===== config.mk =====
export PLATFORM = sky130hd
export DESIGN_NAME = bbvp_cell
export DESIGN_NICKNAME = d
export VERILOG_FILES = /design/src/bbvp_pkg.sv /design/src/bbvp_cell.sv
export SDC_FILE = /design/constraint.sdc
export NUM_CORES = 1
export LEC_CHECK = 0
export ABC_AREA = 1
export ABC_CLOCK_PERIOD_IN_PS = 7100
export BUFFER_PORTS_ARGS = -buffer_cell sky130_fd_sc_hd__buf_2
export CAP_MARGIN = 20
export CORE_AREA = 8 8 169 171
export CTS_BUF_LIST = sky130_fd_sc_hd__clkbuf_4 sky130_fd_sc_hd__clkbuf_8
export CTS_CLUSTER_DIAMETER = 120
export DETAILED_ROUTE_END_ITERATION = 8
export DIE_AREA = 0 0 177 179
export PLACE_DENSITY = 0.76
export SYNTH_ARGS = -nofsm -noshare
export SYNTH_HDL_FRONTEND = slang
export SYNTH_SLANG_ARGS = --single-unit

===== constraint.sdc =====
create_clock -name clk -period 7.1 [get_ports clk]
set_input_delay 0.355 -clock clk [delete_from_list [all_inputs] [get_ports clk]]
set_output_delay 0.355 -clock clk [all_outputs]
set_load 0.05 [all_outputs]

===== src/bbvp_pkg.sv =====
// Shared types and constants of the basic block vector profiler.
package bbvp_pkg;
	localparam int TABLE_ENTRIES = 32;
	localparam int ADDR_W = 48;
	localparam int IDX_W = $clog2(TABLE_ENTRIES);
	localparam int ID_W = 6;

	localparam logic [1:0] KIND_VECTOR = 2'd0;
	localparam logic [1:0] KIND_END = 2'd1;
	localparam logic [1:0] KIND_BREAK = 2'd2;

	localparam logic [1:0] REG_SLICE_LEN = 2'd0;
	localparam logic [1:0] REG_SKIP = 2'd1;
	localparam logic [1:0] REG_LEAD = 2'd2;

	typedef struct packed {
		logic [ADDR_W-1:0] addr;
		logic [11:0] size;
		logic [31:0] slice_cnt;
		logic [63:0] total_cnt;
	} cell_t;

	typedef struct packed {
		logic rotate;
		logic update;
	} cell_ctrl_t;
endpackage


===== src/bbvp_cell.sv =====
// One table entry: address match, counter update and rotation towards its neighbour.
module bbvp_cell (
	input  logic clk,
	input  bbvp_pkg::cell_ctrl_t ctrl,
	input  logic [bbvp_pkg::ID_W-1:0] cell_idx,
	input  logic [bbvp_pkg::ID_W-1:0] used,
	input  logic [bbvp_pkg::ADDR_W-1:0] pc,
	input  logic [11:0] size,
	input  bbvp_pkg::cell_t from_next,
	output bbvp_pkg::cell_t data,
	output logic hit
);
	import bbvp_pkg::*;

	cell_t data_q;
	logic in_use;
	logic alloc_here;

	assign in_use = cell_idx < used;
	assign hit = in_use && (data_q.addr == pc);
	assign alloc_here = (cell_idx == used);
	assign data = data_q;

	always_ff @(posedge clk) begin
		if (ctrl.rotate) begin
			data_q <= from_next;
		end else if (ctrl.update) begin
			if (hit) begin
				if (data_q.slice_cnt != 32'hFFFF_FFFF)
					data_q.slice_cnt <= data_q.slice_cnt + 32'd1;
				data_q.total_cnt <= data_q.total_cnt + 64'd1;
			end else if (alloc_here) begin
				data_q.addr <= pc;
				data_q.size <= size;
				data_q.slice_cnt <= 32'd1;
				data_q.total_cnt <= 64'd1;
			end
		end
	end
endmodule


# After elaboration in Yosys (flattened, before gate mapping)
# Cells that the tools add are included.
# word_totals
regBits	156
out_inout_bits	157
wordCells	25
# op_classes
addsub	2
n_lt_le_gt_ge	1
n_eq_ne	5
n_mux	6
reduce_logical	7
# ops
cell	n
$mux W156	3
$mux W96	1
$add A64 B1 Y64 const B	1
$mux W60	1
$eq A48 B48 Y1	1
$add A32 B1 Y32 const B	1
$mux W32	1
$ne A32 B32 Y1 const B	1
$eq A6 B6 Y1	1
$lt A6 B6 Y1	1
$reduce_and A3 Y1	2
$reduce_bool A2 Y1	2
$ne A3 B2 Y1 const B	1
$reduce_bool A3 Y1	1
$ne A2 B2 Y1 const B	1
$reduce_and A2 Y1	1
$logic_and A1 B1 Y1	1

# Longest topological paths before layout
# Gate-level depths: netlist of run 1.
# depth
word_depth	5
depth_mapped	14
depth_no_buf	13

# Worst setup path after synthesis of run 1
# Ideal clock, no wire load.
# synth_path
path_type	reg2reg
from	register data_q, in the netlist data[64]
to	register data_q, in the netlist data[64], enable pin
setup_time_ns	0.422
arrival_ns	2.880
required_ns	6.678
setup_slack_ns	3.798
stages_incl_launch_ff	11
n_path_buf	0
period_less_slack_ns	3.302
cell_sequence	edfxtp_1 -> ha_1 -> nand2_1 -> nor2_1 -> nand2_1 -> nor3_2 -> nand3_1 -> nor2_1 -> nand3_1 -> nor2_1 -> nor2_1
# synth_between
elab_chain_cells	3
# synth_lines
item	line	text
from (decl)	bbvp_cell.sv:15	cell_t data_q;
from (signal assigned)	bbvp_cell.sv:26	data_q <= from_next;
$ne A32 B32 Y1	bbvp_cell.sv:29	if (data_q.slice_cnt != 32'hFFFF_FFFF)
$ne A3 B2 Y1 (no line)	--	
$reduce_and A3 Y1 (no line)	--	
# No other way between the ends.
# A chain may end at the register's enable or synchronous reset.

# Final worst setup path of run 1
# layout_path
from	input port ctrl[1] in the netlist's numbering
to	register data_q, in the netlist data[89], enable pin
# layout_between
elab_chain_cells	2
# layout_lines
item	line	text
from (decl)	bbvp_cell.sv:4	input bbvp_pkg::cell_ctrl_t ctrl,
$ne A3 B2 Y1 (no line), or another cell as far along	--	
$reduce_and A3 Y1 (no line) (*)	--	
# Mark *: on every way between the ends. The rest lies on a longest branch, timed or not.

==> results of run 1 <==
## per-stage QoR
step / utilization, % / hold slack [ps]
6_report: 50.7 / 153
4_1_cts: 50.6 / 114
5_1_grt: 50.7 / 126
2_1_floorplan: - / 534
3_3_place_gp: 49.0 / 620
3_5_place_dp: 49.0 / 622
## where the power goes
| part | leakage [nW] | internal, W | total (W) | switching, W |
|---|---|---|---|---|
| registers | 1.45 | 0.00112 | 0.00123 | 0.000103 |
| logic | 4.36 | 0.000203 | 0.000779 | 0.000577 |
| clock network | 0.198 | 0.000359 | 0.000746 | 0.000387 |
| total | 6.01 | 0.00168 | 0.00275 | 0.00107 |
## cell type report
| class | instances | share of cell area (%) |
|---|---|---|
| multi-input cells | 1051 | 38.2 |
| flip-flops and latches | 156 | 35.8 |
| repair buffers | 392 | 15.3 |
| inverters | 149 | 4.29 |
| well taps | 335 | 3.21 |
| clock buffers | 19 | 1.90 |
| clock inverters | 13 | 1.25 |
| diodes | 2 | 0.0383 |
## cells in the mapped netlist
master,instances
ha_1,8
nand2_4,2
nand3_1,40
clkbuf_1,18
xor2_1,39
nand3b_1,1
nor3_2,5
edfxtp_1,156
nand2_1,541
nand4_1,17
nor3_1,13
inv_1,144
xnor2_1,37
nor2_2,10
nand3_4,3
nor4_1,2
and2_4,1
and2_1,3
a31oi_1,1
o21ai_1,78
a21o_1,1
buf_6,8
nor3b_2,2
nand3_2,4
nor2_4,11
clkinv_1,1
nand2_2,6
nor2_1,160
o21bai_1,2
nor3b_1,2
buf_4,1
buf_2,6
o21ai_0,62
inv_2,3
clkinv_2,1
## worst max-delay path: cells and delay by family
| kind | cells | cell delay [ps] |
|---|---|---|
| buffers and inverters | 4 | 1980 |
| AND/OR/NAND/NOR | 3 | 1200 |
## layer usage
metal | share of wire (%) | vias up
met5 | 0.026 | -
li1 | - | 5215
met4 | 2.7 | 2
met3 | 8.2 | 64
met1 | 40 | 4813
met2 | 49 | 483
## worst max path at each step
| stage | from | end | slack [ps] | depth (start not counted) |
|---|---|---|---|---|
| final | ctrl[1] | data[89]$_DFFE_PP_ | 3500 | 7 |
| after global routing | ctrl[1] | data[89]$_DFFE_PP_ | 3220 | 7 |
| after CTS | ctrl[1] | data[89]$_DFFE_PP_ | 3230 | 6 |
| after detailed placement | ctrl[1] | data[66]$_DFFE_PP_ | 2720 | 6 |
| after global placement | ctrl[1] | data[66]$_DFFE_PP_ | 2840 | 6 |
| after floorplan | data[64]$_DFFE_PP_ | data[64]$_DFFE_PP_ | 3800 | 10 |
## kinds of logic after synthesis
group,count (synthesis),share of synthesized area [%]
compound gates,144,7.00
simple gates,823,33.4
buf+inv,182,7.26
xor+xnor,76,6.39
fa+ha+maj,8,0.961
flops,156,45.0
==> key figures, run 1 <==
Setup path
  – Element type at the critical path end: register
  – Crit path arrival time: 3750 ps
  – R2r setup slk: 4080 ps
  – Worst R2R End: data[89]$_DFFE_PP_
  – Worst-path fanout max: 114
  – Startpoint types: input port
  – Crit path max-delay cell type: clkinv_1
  – Worst setup path class: input port to register
  – Sequence of cells on the critical path: buf_6 > clkinv_1 > nand3_4 > buf_16 > nor2_1 > nor2_2 > buf_4
  – Worst EP required: 7250 ps
  – Reg-to-reg critical path startpoint: data[137]$_DFFE_PP_
  – R2R depth: 12
  – Largest stage delay, worst path: 780 ps

Floorplan
  – Initial Utilization: between 40 and 50%
  – Cell Rows: between 50 and 60
  – Die Width: between 150 and 200 um
  – Placeable core area: between 20000 and 30000 um2
  – DIE HEIGHT: 179 um
  – Die area: 31700 um2
  – # IOs: 388

Timing
  – Fin Setup TNS: 0 ps
  – Final hold vios: 0
  – Worst-Margin Slew: 884 ps
  – Max Fclk: between 200 and 300 MHz
  – Min cycle time layout: 3600 ps
  – Worst setup margin: 3500 ps
  – Slew HR: 41.1%
  – RSZ-0062 raised after global routing: no
  – Final Max Slew Viols: 0
  – Period utilization: 50.7%
  – Final setup fails: 0
  – Worst Clk Skew: 19.2 ps

Layout
  – Share of layout cells above drive strength 1: 26.7%
  – FILL cells: ~2500
  – Max reg flops: around 160
  – Finished Cell Area: 13100 um2
  – Most frequent cells in the layout: nand2_1 (541), buf_2 (386), nor2_1 (159)
  – Leading cell type in the layout, fill and taps excluded: nand2_1
  – Area growth syn-to-layout: 25.5%
  – FF/Latch Area: 4680 um2
  – Final cell count without fillers: 2117
  – Fin nets: 2006
  – Area of the multi-input gates: 4990 um2

Clocking
  – CTS root buf: clkbuf_8
  – Worst-Skew Late Latency: 470 ps
  – CTS clock-pin slew for the worst setup and hold paths: 110 ps
  – Sink Count: 156
  – H-Tree Depth: 4
  – Post-CTS setup buffers: 0
  – Clock buffer depth: 2
  – CTS Hold Buffers Added: 0
  – Cts repair resizes: 0
  – TritonCTS buffer count: 17
  – TritonCTS clock tree: done

Job
  – Max-cap viol count: 0

Power
  – P_leak: 6.01 nW
  – Worst vdd ir: between 100 and 150 uV
  – Tot Pwr: 0.00275 W
  – PwrDens: about 210 nW/um2

Drt
  – Drt wl/cell: 17.8 um
  – DRC marker count from the first detailed-route iteration: 817
  – DRT Pass-1 Iters: 5
  – Final wirelength: 37.8 mm
  – DR DRC count: 0
  – Routed Antenna Nets: 0
  – Vias/cell: about 5.0
  – Vias: 10577

Logic synthesis
  – Cell area after synthesis: approximately 10000 um2
  – Yosys reg bits: 156
  – Ys Warns: 0
  – Synth Instances: 1389
  – Syn Area/Cell: 7.50 um2
  – Synth area leaders: edfxtp_1 (45%), nand2_1 (19%), nor2_1 (5.8%), inv_1 (5.2%), o21ai_1 (3.7%)
  – Post-synth top area cell: edfxtp_1
  – Yosys top cell area share: 45.0%
  – Post-synthesis cell type count: 35
  – Sequential area share after synthesis: 45.0%
  – Post-synthesis net count: between 1500 and 2000

Global route
  – Grt met1 use: between 20% and 30%
  – Largest net degree at the start of global routing: 115
  – Total GRT Usage: 23.4%
  – Met3 Use GR: 5.75%
  – M2 GR Usage: 40.9%
  – Antenna violations before repair: 3
  – Number of global-route vias before repair: 10633
  – First-pass GRT wire length: 57.7 mm
  – Gr ovfl total: 0
  – GRT Max-Usage Layer: met2

Place
  – Placed cell area: ~13000 um2
  – GPL Wtd Cong: 1.01
  – Placed cells: ~2100
  – Hpwl dp: between 30 and 40 mm
  – Setup WS pre-CTS: 2720 ps
  – I/O Buffers: 387

Status
  – Status: finished, final reports clean

Min path
  – Hold path cells: 3
  – Hold Path End: data[100]$_DFFE_PP_
  – Hold wc startpoint: from_next[100]
  – Worst hold path type: input port to register
Note: power is estimated with default switching activity, not from simulation.
==> run 2: changes to the inputs <==
--- a/config.mk
+++ b/config.mk
@@ -6,7 +6,7 @@
 export NUM_CORES = 1
 export LEC_CHECK = 0
 export ABC_AREA = 1
-export ABC_CLOCK_PERIOD_IN_PS = 7100
+export ABC_CLOCK_PERIOD_IN_PS = 3100
 export BUFFER_PORTS_ARGS = -buffer_cell sky130_fd_sc_hd__buf_2
 export CAP_MARGIN = 20
 export CORE_AREA = 8 8 169 171
@@ -14,7 +14,7 @@
 export CTS_CLUSTER_DIAMETER = 120
 export DETAILED_ROUTE_END_ITERATION = 8
 export DIE_AREA = 0 0 177 179
-export PLACE_DENSITY = 0.76
+export PLACE_DENSITY = 0.78
 export SYNTH_ARGS = -nofsm -noshare
 export SYNTH_HDL_FRONTEND = slang
 export SYNTH_SLANG_ARGS = --single-unit
==> constraint.sdc (replaced) <==
create_clock -name clk -period 3.1 [get_ports clk]
set_input_delay 0.155 -clock clk [delete_from_list [all_inputs] [get_ports clk]]
set_output_delay 0.155 -clock clk [all_outputs]
set_load 0.05 [all_outputs]
==> run 2 against run 1 <==
Register-to-register slack worse by 3400 ps. Sequential power up 130%. Largest cell class unchanged. Critical endpoint is now hit. Cell count up 7.8%. Non-clock buffer count up 163. First-iteration DRC count up 6.6%. Highest routed layer is now met4.
==> key figures, run 2 (synthesized netlist as in run 1, its figures left out) <==
Setup path
  – R2R depth: 11 (-1)
  – Element type at the critical path end: output port
  – Worst setup path class: register to output port
  – Startpoint types: register
  – Crit path arrival time: 2320 ps (-1430 ps)
  – Worst R2R End: data[147]$_DFFE_PP_
  – Worst EP required: 2940 ps (-4310 ps)
  – Reg-to-reg critical path startpoint: data[132]$_DFFE_PP_
  – Worst-path fanout max: 3 (-97%)
  – R2r setup slk: 720 ps (-3360 ps)

Timing
  – Final Max Slew Viols: 0 (unchanged)
  – Slew HR: 35.5% (-5.6 points)
  – Final hold vios: 0 (unchanged)
  – Period utilization: 79.9%
  – Final setup fails: 0 (unchanged)
  – Worst hold slack: 16.6 ps (-136 ps)
  – RSZ-0062 raised after global routing: no
  – Fin Setup TNS: 0 ps (unchanged)
  – Max Fclk: 404 MHz
  – Worst-Margin Slew: 968 ps (+83.5 ps)
  – Worst Clk Skew: 24.1 ps (+4.84 ps)
  – Min cycle time layout: 2480 ps

Drt
  – DRT Pass-1 Iters: 5 (unchanged)
  – Vias/cell: 5.04 (+0.82%)
  – DR DRC count: 0 (unchanged)
  – DRC marker count from the first detailed-route iteration: 871 (+6.6%)
  – Drt wl/cell: 17.9 um (+0.33%)
  – Vias: 11500 (+8.7%)
  – Routed Antenna Nets: 0 (unchanged)
  – Final wirelength: 40.9 mm (+8.2%)

Floorplan
  – Initial Utilization: 40.4% (unchanged)
  – Die area: 31700 um2 (unchanged)
  – Die Width: 177 um (unchanged)
  – # IOs: 388 (unchanged)
  – Placeable core area: 25800 um2 (unchanged)
  – DIE HEIGHT: 179 um (unchanged)
  – Cell Rows: 59 (unchanged)

Layout
  – Max reg flops: 156 (unchanged)
  – Fin nets: 2169 (+8.1%)
  – Final cell count without fillers: 2283 (+7.8%)
  – Area growth syn-to-layout: 41.1%
  – Most frequent cells in the layout: nand2_1 (541), buf_2 (386), nor2_1 (159), dlygate4sd3_1 (159), edfxtp_1 (156)
  – Share of layout cells above drive strength 1: 24.7% (-2.0 points)
  – Leading cell type in the layout, fill and taps excluded: nand2_1
  – FILL cells: 2276 (-9.5%)

Place
  – GPL Wtd Cong: 0.991 (-1.7%)
  – I/O Buffers: 387 (unchanged)
  – Placed cells: 2087 (+0.24%)
  – Hpwl dp: 30.9 mm (+0.78%)

Status
  – Status: finished, final reports clean

Clocking
  – H-Tree Depth: 4 (unchanged)
  – TritonCTS clock tree: done
  – CTS clock-pin slew for the worst setup and hold paths: 90 ps (-20 ps)
  – Clock buffer depth: 2 (unchanged)
  – TritonCTS buffer count: 17 (unchanged)
  – Worst-Skew Late Latency: 460 ps (about the same)
  – Cts repair resizes: 0 (unchanged)
  – Sink Count: 156 (unchanged)
  – CTS root buf: clkbuf_8

Min path
  – Worst hold path type: input port to register
  – Hold wc startpoint: from_next[119]
  – Hold Path End: data[119]$_DFFE_PP_
  – Hold path cells: 3 (unchanged)

Power
  – Logic pwr share: 31.2% (+2.9 points)
  – Switching power: 0.00250 W (+130%)
  – Internal: 0.00384 W (+130%)
  – P_leak: 6.69 nW (+11%)
  – Worst vdd ir: 265 uV (+130%)
  – Sequential share of power: 44.3% (-0.3 points)
  – Clock share of power: 24.5% (-2.6 points)
  – PwrDens: 431 nW/um2 (+100%)
  – Net Sw Frac: 39.4% (+0.63 points)

Global route
  – Number of global-route vias before repair: 11850 (+11%)
  – Total GRT Usage: 25.5% (+2.1 points)
  – Antenna violations before repair: 6 (+3)
  – Largest net degree at the start of global routing: 110 (-4.3%)
  – Grt met1 use: 29.2% (+1.6 points)
  – Met3 Use GR: 6.87% (+1.1 points)
  – M2 GR Usage: 43.9% (+3.0 points)
  – First-pass GRT wire length: 63.4 mm (+9.9%)
  – GRT Max-Usage Layer: met2
  – Gr ovfl total: 0 (unchanged)

Job
  – Max-cap viol count: 0 (unchanged)
[run 2: what timing repair did]
| item | in CTS | in global routing |
|---|---|---|
| hold endpoints to repair | 147 | 0 |
| hold buffers | 159 | 0 |
| buffers inserted | 0 | 0 |
[run 2: layer usage]
| metal | routed length, um | share of wire (%) |
|---|---|---|
| met5 | 0 | 0 |
| met4 | 1680 | 4.1 |
| met3 | 3650 | 8.9 |
| met2 | 20000 | 49 |
| met1 | 15500 | 38 |
[run 2: power groups by stage]
stage	combinational [W]	sequential, W	clock [W]
floorplan	0.000541	0.00349	0
global route	0.00213	0.00284	0.00166
global placement	0.00179	0.00284	0
detailed placement	0.00180	0.00285	0
CTS	0.00197	0.00280	0.00158
finish	0.00198	0.00281	0.00155
[run 2: stage by stage]
stage	power (W)	utilization (%)	worst slack [ps]	area (um2)
floorplan	0.00404	-	3.74	10400
global placement	0.00463	49.4	630	12700
detailed placement	0.00465	49.4	582	12700
CTS	0.00635	57.0	578	14700
global route	0.00662	57.0	435	14700
finish	0.00634	57.0	624	14700
[run 2: critical path, stage by stage, from the launching register on]
cell,delay [ps]
edfxtp_1,450
nand2_1,100
nand2_1,50
nor2_1,100
nand2_1,70
nor2_1,180
nand2_1,80
nor2_1,250
nand2_1,160
inv_1,140
buf_2,280
[run 2: area by class of cell]
type	count	area (um2)	area share, %
multi-input cells	1051	4990	33.9
flip-flops and latches	156	4680	31.9
repair buffers	555	3650	24.8
inverters	149	561	3.81
well taps	335	419	2.85
clock buffers	18	241	1.64
clock inverters	14	138	0.936
diodes	5	12.5	0.0851
[run 2: worst max-delay path by stage]
stage,from,endpoint,cells past startpoint
after floorplan,data[135]$_DFFE_PP_,data[0]$_DFFE_PP_,12
after global placement,cell_idx[5],data[147]$_DFFE_PP_,11
after detailed placement,cell_idx[5],data[153]$_DFFE_PP_,11
after CTS,data[146]$_DFFE_PP_,hit,10
after global routing,data[127]$_DFFE_PP_,hit,11
final,data[132]$_DFFE_PP_,hit,10
==> run 3: changes to the inputs <==
==> config.mk (replaced) <==
export PLATFORM = sky130hd
export DESIGN_NAME = bbvp_cell
export DESIGN_NICKNAME = d
export VERILOG_FILES = /design/src/bbvp_pkg.sv /design/src/bbvp_cell.sv
export SDC_FILE = /design/constraint.sdc
export NUM_CORES = 1
export LEC_CHECK = 0
export ABC_AREA = 0
export ABC_CLOCK_PERIOD_IN_PS = 2250
export BUFFER_PORTS_ARGS = -buffer_cell sky130_fd_sc_hd__buf_2
export CAP_MARGIN = 20
export CORE_AREA = 8 8 162 164
export CTS_BUF_LIST = sky130_fd_sc_hd__clkbuf_4 sky130_fd_sc_hd__clkbuf_8
export CTS_CLUSTER_DIAMETER = 120
export DETAILED_ROUTE_END_ITERATION = 8
export DIE_AREA = 0 0 170 172
export PLACE_DENSITY = 0.79
export SYNTH_ARGS = -nofsm -noshare
export SYNTH_HDL_FRONTEND = slang
export SYNTH_SLANG_ARGS = --single-unit
==> constraint.sdc (replaced) <==
create_clock -name clk -period 2.25 [get_ports clk]
set_input_delay 0.1125 -clock clk [delete_from_list [all_inputs] [get_ports clk]]
set_output_delay 0.1125 -clock clk [all_outputs]
set_load 0.05 [all_outputs]
==> run 3 against run 2 <==
The flow now finishes with violations (setup timing). Clock power is 37% higher. Highest routed layer is now met5. Critical path type is now register to register. Flip-flop and latch count did not move. Critical endpoint is now data[130]$_DFFE_PP_. First-iteration DRC count is 8.3% higher. Via count is 13% lower.
==> key figures, run 3 <==
Place
  – GPL Wtd Cong: 0.884 (-11%)
  – I/O Buffers: 387 (unchanged)
  – Hpwl dp: 25.3 mm (-18%)

Timing
  – Slew HR: 54.1% (+19 points)
  – Final Max Slew Viols: 0 (unchanged)
  – Worst-Margin Slew: 689 ps (-279 ps)
  – Min cycle time layout: 2670 ps
  – Max Fclk: 375 MHz
  – RSZ-0062 raised after global routing: yes
  – Worst setup margin: -416 ps (-1040 ps)
  – Final hold vios: 0 (unchanged)
  – Final setup fails: 253 (+253)
  – Period utilization: 118%
  – Worst Clk Skew: 17.9 ps (-6.15 ps)

Logic synthesis
  – Prevailing post-synth register cell: edfxtp_1
  – Syn Area/Cell: 11.3 um2 (+51%)
  – Post-synthesis cell type count: 35 (unchanged)
  – Most numerous cell in the Yosys netlist: edfxtp_1
  – Cell area after synthesis: 9480 um2 (-9.0%)
  – Ys async rst share: 0% (unchanged)
  – Yosys reg bits: 156 (unchanged)
  – Post-synthesis net count: 1074 (-34%)
  – Commonest cells in the netlist: edfxtp_1 (156), nand2_1 (134), xnor2_1 (72)
  – Ys Warns: 0 (unchanged)
  – Synth area leaders: edfxtp_1 (49%), o31ai_2 (7.8%), mux2_2 (6.9%), xnor2_1 (6.7%), xor2_1 (6.0%)
  – Yosys top cell area share: 49.4% (+4.5 points)
  – Sequential area share after synthesis: 49.4% (+4.5 points)
  – Synth Instances: 835 (-40%)
  – Post-synth top area cell: edfxtp_1
  – Number of synthesized flops with an enable pin: 156 (unchanged)

Layout
  – Share of layout cells above drive strength 1: 45.7% (+21 points)
  – Most frequent cells in the layout: buf_2 (385), dlygate4sd3_1 (210), edfxtp_1 (156)
  – Fin nets: 1750 (-19%)
  – Leading cell type in the layout, fill and taps excluded: buf_2
  – Max reg flops: 156 (unchanged)
  – Area growth syn-to-layout: 65.0%
  – Final core utilization: 65.6% (+8.6 points)

Drt
  – DR DRC count: 0 (unchanged)
  – DRT Pass-1 Iters: 5 (unchanged)
  – Routed Antenna Nets: 0 (unchanged)
  – Vias: 9976 (-13%)
  – Final wirelength: 40.9 mm (about the same)
  – Vias/cell: 5.36 (+6.5%)
  – Drt wl/cell: 22.0 um (+23%)
  – DRC marker count from the first detailed-route iteration: 943 (+8.3%)

Clocking
  – TritonCTS clock tree: done
  – CTS root buf: clkbuf_8
  – Clock buffer depth: 2 (unchanged)
  – Sink Count: 156 (unchanged)
  – Worst-Skew Late Latency: 460 ps (about the same)
  – CTS clock-pin slew for the worst setup and hold paths: 90 ps (about the same)
  – TritonCTS buffer count: 17 (unchanged)
  – H-Tree Depth: 4 (unchanged)

Power
  – PwrDens: 558 nW/um2 (+29%)
  – Internal: 0.00546 W (+42%)
  – Net Sw Frac: 37.4% (-2.0 points)
  – Worst vdd ir: 366 uV (+38%)
  – Tot Pwr: 0.00872 W (+38%)
  – Sequential share of power: 43.0% (-1.3 points)
  – Logic pwr share: 32.6% (+1.4 points)
  – Clock share of power: 24.5% (about the same)
  – P_leak: 6.33 nW (-5.4%)
  – Switching power: 0.00326 W (+31%)

Setup path
  – Crit path max-delay cell type: edfxtp_1
  – Reg-to-reg critical path startpoint: data[132]$_DFFE_PP_
  – Worst-path fanout max: 18 (+15)
  – Sequence of cells on the critical path: xor2_1 > nor4_2 > buf_4 > nand4_1 > nor4_4 > buf_4 > nand2_4 > buf_6 > a31o_4 > buf_12
  – R2r setup slk: -420 ps (-1140 ps)
  – Worst setup path class: register to register
  – Crit path arrival time: 2880 ps (+560 ps)
  – Worst R2R End: data[130]$_DFFE_PP_
  – Buf+Inv Stages, Crit Path: 4 (+2)
  – Worst EP required: 2470 ps (-470 ps)
  – CP top delay family: simple AND/OR/NAND/NOR gates
  – Startpoint types: register
  – Element type at the critical path end: register
  – R2R depth: 10 (-1)
  – Largest stage delay, worst path: 420 ps (-30 ps)
  – Most used cell, CP: buf_4

Global route
  – GRT Max-Usage Layer: met2
  – Antenna violations before repair: 9 (+3)
  – Total GRT Usage: 26.5% (+1.0 points)
  – Largest net degree at the start of global routing: 81 (-26%)
  – First-pass GRT wire length: 59.8 mm (-5.7%)
  – Number of global-route vias before repair: 10578 (-11%)
  – Gr ovfl total: 0 (unchanged)
  – M2 GR Usage: 46.3% (+2.4 points)
  – Grt met1 use: 28.3% (-0.95 points)
  – Met3 Use GR: 8.72% (+1.9 points)

Floorplan
  – # IOs: 388 (unchanged)
  – Initial Utilization: 39.8% (-0.65 points)
  – Placeable core area: 23800 um2 (-7.5%)
  – Cell Rows: 57 (-3.4%)
  – Die area: 29200 um2 (-7.7%)
  – Die Width: 170 um (-4.0%)
  – DIE HEIGHT: 172 um (-3.9%)

Min path
  – Hold wc startpoint: pc[29]
  – Hold path cells: 2 (-1)
  – Hold Path End: data[137]$_DFFE_PP_
  – Worst hold path type: input port to register

Status
  – Failing checks: setup timing
  – Status: finished with violations

Job
  – Max-cap viol count: 0 (unchanged)
[run 3: cell types whose count changed after synthesis, sizes merged, moves of 35 or more]
cell   previous run  this run
mux2              0        58
o31ai             0        93
xnor2            37        72
nor2            181        35
nand2           549       135
o21ai           140         5
inv             147        24
[run 3: metrics by stage]
step                      TNS (ps)  hold slack [ps]  instance area (um2)  worst slack (ps)  instances
after global routing        -94540             16.9                15600              -517       1858
final                       -71000             44.2                15600              -416       1860
after detailed placement    -31600              388                12500              -186       1591
after floorplan            -119730              299                 9700             -1000        835
after CTS                   -58340             5.22                15300              -307       1841
after global placement      -41690              394                12500              -227       1591
[run 3: worst register-to-register path, stage by stage, from the launching register on]
cell      delay (ps)
edfxtp_1         420
xor2_1           170
nor4_2           250
buf_4            160
nand4_1          160
nor4_4           330
buf_4            190
nand2_4           60
buf_6            170
a31o_4           320
buf_12           190
[run 3: per-layer routing]
layer,share of wire (%),routed length [um]
met5,0.024,10
met4,4.9,2000
met3,10,4070
met2,51,20800
met1,34,14000
[run 3: how the worst max path moves through the flow]
stage	startpoint	end	slack [ps]	cells after the start
floorplan	data[140]$_DFFE_PP_	data[0]$_DFFE_PP_	-1000	6
global route	data[131]$_DFFE_PP_	data[132]$_DFFE_PP_	-520	9
detailed placement	data[136]$_DFFE_PP_	data[78]$_DFFE_PP_	-190	7
CTS	data[153]$_DFFE_PP_	hit	-310	9
finish	data[132]$_DFFE_PP_	data[130]$_DFFE_PP_	-420	10
global placement	data[136]$_DFFE_PP_	data[78]$_DFFE_PP_	-230	7
[run 3: repair_timing]
action	CTS	global route
endpoints found under the hold margin	156	0
buffers inserted	5	1
setup endpoints to repair	244	253
pin swaps	5	6
gates resized for setup	27	36
hold buffers	210	0
cloned	3	6
[run 3: area by class of cell]
| class | count | area (um2) |
|---|---|---|
| fill | 1677 | 8190 |
| timing repair buffer | 698 | 5100 |
| multi-input combinational | 614 | 4940 |
| sequential | 156 | 4680 |
| tap | 324 | 405 |
| clock buffer | 17 | 234 |
| clock inverter | 15 | 138 |
| inverter | 24 | 93.8 |
| antenna | 12 | 30.0 |
[run 3: power by group through the flow]
stage                     clock [W]  combinational (W)  sequential, W
after floorplan                   0           0.000609        0.00468
after global placement            0            0.00233        0.00376
after detailed placement          0            0.00235        0.00378
after CTS                   0.00213            0.00270        0.00372
after global routing        0.00226            0.00297        0.00377
final                       0.00213            0.00284        0.00375
[run 3: cell families after synthesis]
| logic type | count (synthesis) | synth area share [%] |
|---|---|---|
| AND/OR/NAND/NOR | 304 | 15.3 |
| flip-flops | 156 | 49.4 |
| XOR/XNOR | 137 | 12.7 |
| AO/OA/AOI/OAI | 107 | 11.4 |
| buffers and inverters | 65 | 3.16 |
| multiplexers | 58 | 6.89 |
| adder cells (fa/ha/maj) | 8 | 1.06 |
